<file path="src/rtl/core/mpdp_pkg.sv">
package mpdp_pkg;

  localparam int unsigned ACT_BITS   = 4;
  localparam int unsigned WT_BITS    = 2;
  localparam int unsigned ACC_W      = 32;
  localparam int unsigned ACT_W      = 32;
  localparam int unsigned WT_W       = 16;
  localparam int unsigned CNT_W      = 4;
  localparam int unsigned BIAS_W     = 8;
  // lanes that physically fit in the packed words
  localparam int unsigned PACK_LANES = 8;
  localparam int unsigned PROD_W     = 7;
  localparam int unsigned SUM_W      = 10;

  localparam logic [ACT_BITS-1:0] ACT_MASK = 4'hf;

  typedef struct packed {
    logic [ACT_W-1:0]  act_word;
    logic [WT_W-1:0]   weight_word;
    logic [CNT_W-1:0]  lane_count;
    logic [BIAS_W-1:0] bias_value;
    logic              row_first;
    logic              row_last;
  } mpdp_item_t;

  // unsigned 4-bit activation times signed 2-bit weight
  function automatic logic signed [PROD_W-1:0] lane_product(
    input logic [ACT_BITS-1:0] act,
    input logic [WT_BITS-1:0]  wt
  );
    logic signed [PROD_W-1:0] av;
    logic signed [PROD_W-1:0] wv;
    av = $signed({{(PROD_W-ACT_BITS){1'b0}}, act & ACT_MASK});
    wv = $signed({{(PROD_W-WT_BITS){wt[WT_BITS-1]}}, wt});
    return av * wv;
  endfunction

endpackage

</file>
<file path="src/rtl/core/mixed_precision_dot_product_core.sv">
// A result passes the input register and then the result register after its last item is accepted.
// Throughput: one item per cycle while in_stall is low; the accumulator update needs no extra stage.
// The input stage stalls only when it holds a last item and the result register is stalled.
// Reset (rst_n low, synchronous): clears stage valids, the accumulator and bias_enable.
module mixed_precision_dot_product_core
  import mpdp_pkg::*;
#(
  parameter int unsigned LANES = 8
) (
  input  logic                     clk,
  input  logic                     rst_n,
  input  logic                     cfg_valid,
  output logic                     cfg_ready,
  input  logic                     cfg_bias_enable,
  input  logic                     in_valid,
  output logic                     in_stall,
  input  logic [ACT_W-1:0]         in_act_word,
  input  logic [WT_W-1:0]          in_weight_word,
  input  logic [CNT_W-1:0]         in_lane_count,
  input  logic signed [BIAS_W-1:0] in_bias_value,
  input  logic                     in_row_first,
  input  logic                     in_row_last,
  output logic                     out_valid,
  input  logic                     out_stall,
  output logic signed [ACC_W-1:0]  out_neuron_sum
);

  logic             bias_enable_r;
  logic             s1_valid_r;
  mpdp_item_t       s1_item_r;
  logic [ACC_W-1:0] acc_r;
  logic [ACC_W-1:0] acc_nxt;
  logic             out_valid_r;
  logic             out_valid_nxt;
  logic [ACC_W-1:0] out_sum_r;
  logic             s1_adv;
  logic             in_take;
  logic signed [SUM_W-1:0] dot;
  logic [ACC_W-1:0] acc_base;

  assign cfg_ready = 1'b1;

  // a non-last item never waits on the result side
  assign s1_adv   = s1_valid_r && (!s1_item_r.row_last || !out_valid_r || !out_stall);
  assign in_stall = s1_valid_r && !s1_adv;
  assign in_take  = in_valid && !in_stall;

  always_comb begin
    logic signed [PROD_W-1:0] p;
    dot = '0;
    for (int k = 0; k < PACK_LANES; k++) begin
      p = lane_product(s1_item_r.act_word[k*ACT_BITS +: ACT_BITS],
                       s1_item_r.weight_word[k*WT_BITS +: WT_BITS]);
      if ((k < LANES) && (CNT_W'(k) < s1_item_r.lane_count)) begin
        dot = dot + {{(SUM_W-PROD_W){p[PROD_W-1]}}, p};
      end
    end
  end

  always_comb begin
    if (s1_item_r.row_first) begin
      acc_base = bias_enable_r
               ? {{(ACC_W-BIAS_W){s1_item_r.bias_value[BIAS_W-1]}}, s1_item_r.bias_value}
               : '0;
    end else begin
      acc_base = acc_r;
    end
    acc_nxt = acc_base + {{(ACC_W-SUM_W){dot[SUM_W-1]}}, dot};
  end

  always_comb begin
    out_valid_nxt = out_valid_r && out_stall;
    if (s1_adv && s1_item_r.row_last) begin
      out_valid_nxt = 1'b1;
    end
  end

  always_ff @(posedge clk) begin
    if (!rst_n) begin
      bias_enable_r <= 1'b0;
      s1_valid_r    <= 1'b0;
      acc_r         <= '0;
      out_valid_r   <= 1'b0;
    end else begin
      if (cfg_valid && cfg_ready) begin
        bias_enable_r <= cfg_bias_enable;
      end
      if (!in_stall) begin
        s1_valid_r <= in_valid;
      end
      if (s1_adv) begin
        acc_r <= acc_nxt;
      end
      out_valid_r <= out_valid_nxt;
    end
  end

  always_ff @(posedge clk) begin
    if (in_take) begin
      s1_item_r.act_word    <= in_act_word;
      s1_item_r.weight_word <= in_weight_word;
      s1_item_r.lane_count  <= in_lane_count;
      s1_item_r.bias_value  <= in_bias_value;
      s1_item_r.row_first   <= in_row_first;
      s1_item_r.row_last    <= in_row_last;
    end
    if (s1_adv && s1_item_r.row_last) begin
      out_sum_r <= acc_nxt;
    end
  end

  assign out_valid      = out_valid_r;
  assign out_neuron_sum = $signed(out_sum_r);

endmodule

</file>
<file path="config.mk">
export PLATFORM = sky130hd
export DESIGN_NAME = mixed_precision_dot_product_core
export DESIGN_NICKNAME = d
export VERILOG_FILES = /design/src/rtl/core/mpdp_pkg.sv /design/src/rtl/core/mixed_precision_dot_product_core.sv
export SDC_FILE = /design/constraint.sdc
export NUM_CORES = 1
export LEC_CHECK = 0
export BUFFER_PORTS_ARGS = -buffer_cell sky130_fd_sc_hd__buf_2
export CORE_ASPECT_RATIO = 0.75
export CORE_UTILIZATION = 63
export CTS_BUF_LIST = sky130_fd_sc_hd__clkbuf_4 sky130_fd_sc_hd__clkbuf_8
export DETAILED_ROUTE_END_ITERATION = 6
export PLACE_DENSITY = 0.82
export SLEW_MARGIN = 20
export SYNTH_ARGS = -nofsm -noshare
export SYNTH_HDL_FRONTEND = slang
export SYNTH_SLANG_ARGS = --single-unit
</file>
<file path="constraint.sdc">
create_clock -name clk -period 14.32 [get_ports clk]
set_input_delay 2.864 -clock clk [delete_from_list [all_inputs] [get_ports clk]]
set_output_delay 2.864 -clock clk [all_outputs]
set_load 0.02 [all_outputs]
</file>
==> run_results.csv <==
group,metric,value,unit
outcome,status,"complete, no violations",
finish,ff_latch_area,3520,sq um
yosys,synth.area.mux_share,0.0359,
clocking,cts_buffer_depth,2,
yosys,synth-xor-area-share,0.0713,
clocking,clockRootBuffer,"clkbuf_8",
timing,period_needed,13.14,ns
timing,clock_skew,0.0192,ns
timing,hold_slack,0.459,ns
floorplan,fp.dieW,155,microns
drt,via_per_inst,5.72,
clocking,path_clk_slew,0.08,ns
placed_design,gp_congestion,0.879,
grt,overflow,0,
yosys,synth_fa_ha_area_frac,0.193,
yosys,synth_ff_type,"edfxtp_1",
floorplan,io_pins,103,
timing,finalHoldViolCount,0,
worst_setup_path,path_class,"flop to flop",
yosys,yosys-top-cells-area,"edfxtp_1 (26%), ha_1 (15%), dfxtp_1 (6.3%)",
worst_setup_path,slowest_stage,"edfxtp_1",
grt,grt_pass1_wl,39600,microns
timing,final_max_slew_viol_count,0,
yosys,synth-edff-count,94,
timing,timing.slew.headroom,0.258,
worst_setup_path,cp_common_cell,"ha_1",
grt,use_met2,0.432,
yosys,ys_types,75,
floorplan,rows,41,
yosys,synth.ff_latch_count,129,
timing,fmax,76.1,MHz
yosys,synth_seq_area_share,0.319,
drt,dr_total_vias,8997,
yosys,syn_inst,1229,
timing,finalCritPeriodShare,0.918,
drt,postRouteAntennaNets,0,
yosys,synth_area_per_cell,8.99,sq um
run,cap_violations,0,
yosys,synth_top_family_by_area,"adder cells",
timing,tns,0,ns
worst_setup_path,cp_max_fo,23,
floorplan,dieHeight,117,microns
grt,use_met3,0.0508,
hold_path,hp-class,"flop to flop",
drt,wl_per_cell,15.0,microns
placed_design,hpwl,18100,microns
yosys,synth_top_area_share,0.256,
floorplan,core,17000,sq um
finish,nNetsFinal,1549,
clocking,cts_tree,"built",
yosys,yosysMostFrequentCell,"nor2_1",
drt,drt-initial-drc-count,696,
worst_setup_path,cp.required,14.72,ns
clocking,h-tree-depth,4,
grt,grt_max_degree,42,
finish,nFillCells,1315,
drt,drc,0,
yosys,ys_warn_count,0,
grt,grt.busiest_layer,"met2",
finish,antennaDiodeCount,0,
floorplan,start_util,0.651,
yosys,synthSimpleGateAreaFrac,0.166,
drt,first_pass_iters,5,
yosys,yosysTopAreaCell,"edfxtp_1",
finish,area_delta_synth_final,9.80,%
yosys,synthTopCellsByCount,"nor2_1 (145), ha_1 (132), nand2_1 (109)",
finish,layout-drive-gt1-share,0.131,
grt,grtUsageMet1,0.395,
clocking,insertion_delay,0.46,ns
finish,multi_input_area,7000,sq um
placed_design,port_buffers,101,
timing,rsz0062_at_grt,"false",
yosys,async_reset_ff_frac,0,
worst_setup_path,end_kind,"flop",
floorplan,die_area,18100,sq um
clocking,cts_buffers,17,
worst_setup_path,slowest_delay,0.62,ns
yosys,synth_area,11000,sq um
grt,grt_pass1_vias,8456,
grt,track_usage,0.276,
yosys,synth-compound-area-share,0.166,
worst_setup_path,cp.arrival,13.54,ns
clocking,cts_sinks,129,
drt,drt_wl_total,23600,microns
timing,worstMarginPinSlew,1.11,ns
worst_setup_path,critPathLaunchType,"flop",
grt,antenna_found_initial,0,
timing,setup_viol,0,
yosys,syn-num-nets,1453,
## cell usage in the layout, fill, tap and decap left out, drive strengths merged, types with 3 or more instances in the layout
cell	Yosys	routed
a21oi	103	103
nor3	18	18
and3	9	9
nand4	7	7
nand3b	4	4
a31oi	11	11
xor2	24	24
nand3	20	20
mux2	21	21
o21bai	19	19
o21ai	51	51
mux2i	16	16
clkbuf	24	19
dfxtp	35	35
o21a	6	6
or3	7	7
clkinv	1	9
o211ai	7	7
edfxtp	94	94
nand2b	16	16
nor2b	14	14
a21boi	5	5
ha	132	132
xnor3	3	3
fa	24	24
nor3b	3	3
or2	5	5
nand2	109	109
xnor2	58	58
nor2	146	146
a21o	32	32
buf	7	108
inv	104	106
a211oi	18	18
o31ai	8	8
o41ai	3	3
and2	31	31
## flip-flops by register name (all words and copies together) (netlist names)
signal,count
acc_r,32
bias_enable_r,1
out_neuron_sum,32
out_valid,1
s1_item_r,62
s1_valid_r,1
## final cells by class
cell class / count / area share
multi-input cells: 964 / 0.577
flip-flops and latches: 129 / 0.291
repair buffers: 108 / 0.0460
inverters: 105 / 0.0325
well taps: 236 / 0.0243
clock buffers: 19 / 0.0205
clock inverters: 13 / 0.00929
## worst max-delay path: cells and delay by family (launching register included)
| kind | cells | cell delay (ns) |
|---|---|---|
| flip-flops | 1 | 0.62 |
| AO/OA/AOI/OAI | 18 | 5.26 |
| multiplexers | 3 | 0.70 |
| AND/OR/NAND/NOR | 10 | 1.69 |
| buffers and inverters | 2 | 0.17 |
| XOR/XNOR | 9 | 2.08 |
| adder cells (fa/ha/maj) | 8 | 2.55 |
## logic make-up after synthesis
logic type / Yosys count
mux: 37
xor+xnor: 85
simple gates: 396
fa+ha+maj: 156
flops: 129
other cells: 1
compound gates: 289
buf+inv: 136
## worst paths after layout
path	start	to	slack, ns	cells past startpoint
worst max-delay path	s1_item_r[13]$_DFFE_PP_	acc_r[31]$_SDFFE_PN0P_	1.18	50
worst min-delay path	acc_r[12]$_SDFFE_PN0P_	acc_r[12]$_SDFFE_PN0P_	0.46	2
worst max register to register	s1_item_r[13]$_DFFE_PP_	acc_r[31]$_SDFFE_PN0P_	1.18	50
worst min register to register	acc_r[12]$_SDFFE_PN0P_	acc_r[12]$_SDFFE_PN0P_	0.46	2
## metrics by stage
step,std cells,utilization,setup slack [ns],instance area (sq um)
after global placement,1542,0.693,1.71,11800
after CTS,1574,0.714,1.23,12100
final,1574,0.714,1.18,12100
after floorplan,1229,-,3.05,11000
after global routing,1574,0.714,0.0240,12100
after detailed placement,1542,0.693,1.28,11800
## what timing repair did
action	4_1_cts	5_1_grt
buffers inserted	0	0
setup endpoints to repair	0	3
gates resized for setup	0	2
hold buffers	0	0
## routing by layer
layer,vias up,routed length [microns]
li1,4531,-
met1,4153,11800
met2,285,10200
met3,28,1370
met4,0,289
met5,-,0
Power is left out: the tool's default activity adds up to more than one toggle a clock period on the data nets, which glitch-free logic cannot reach.
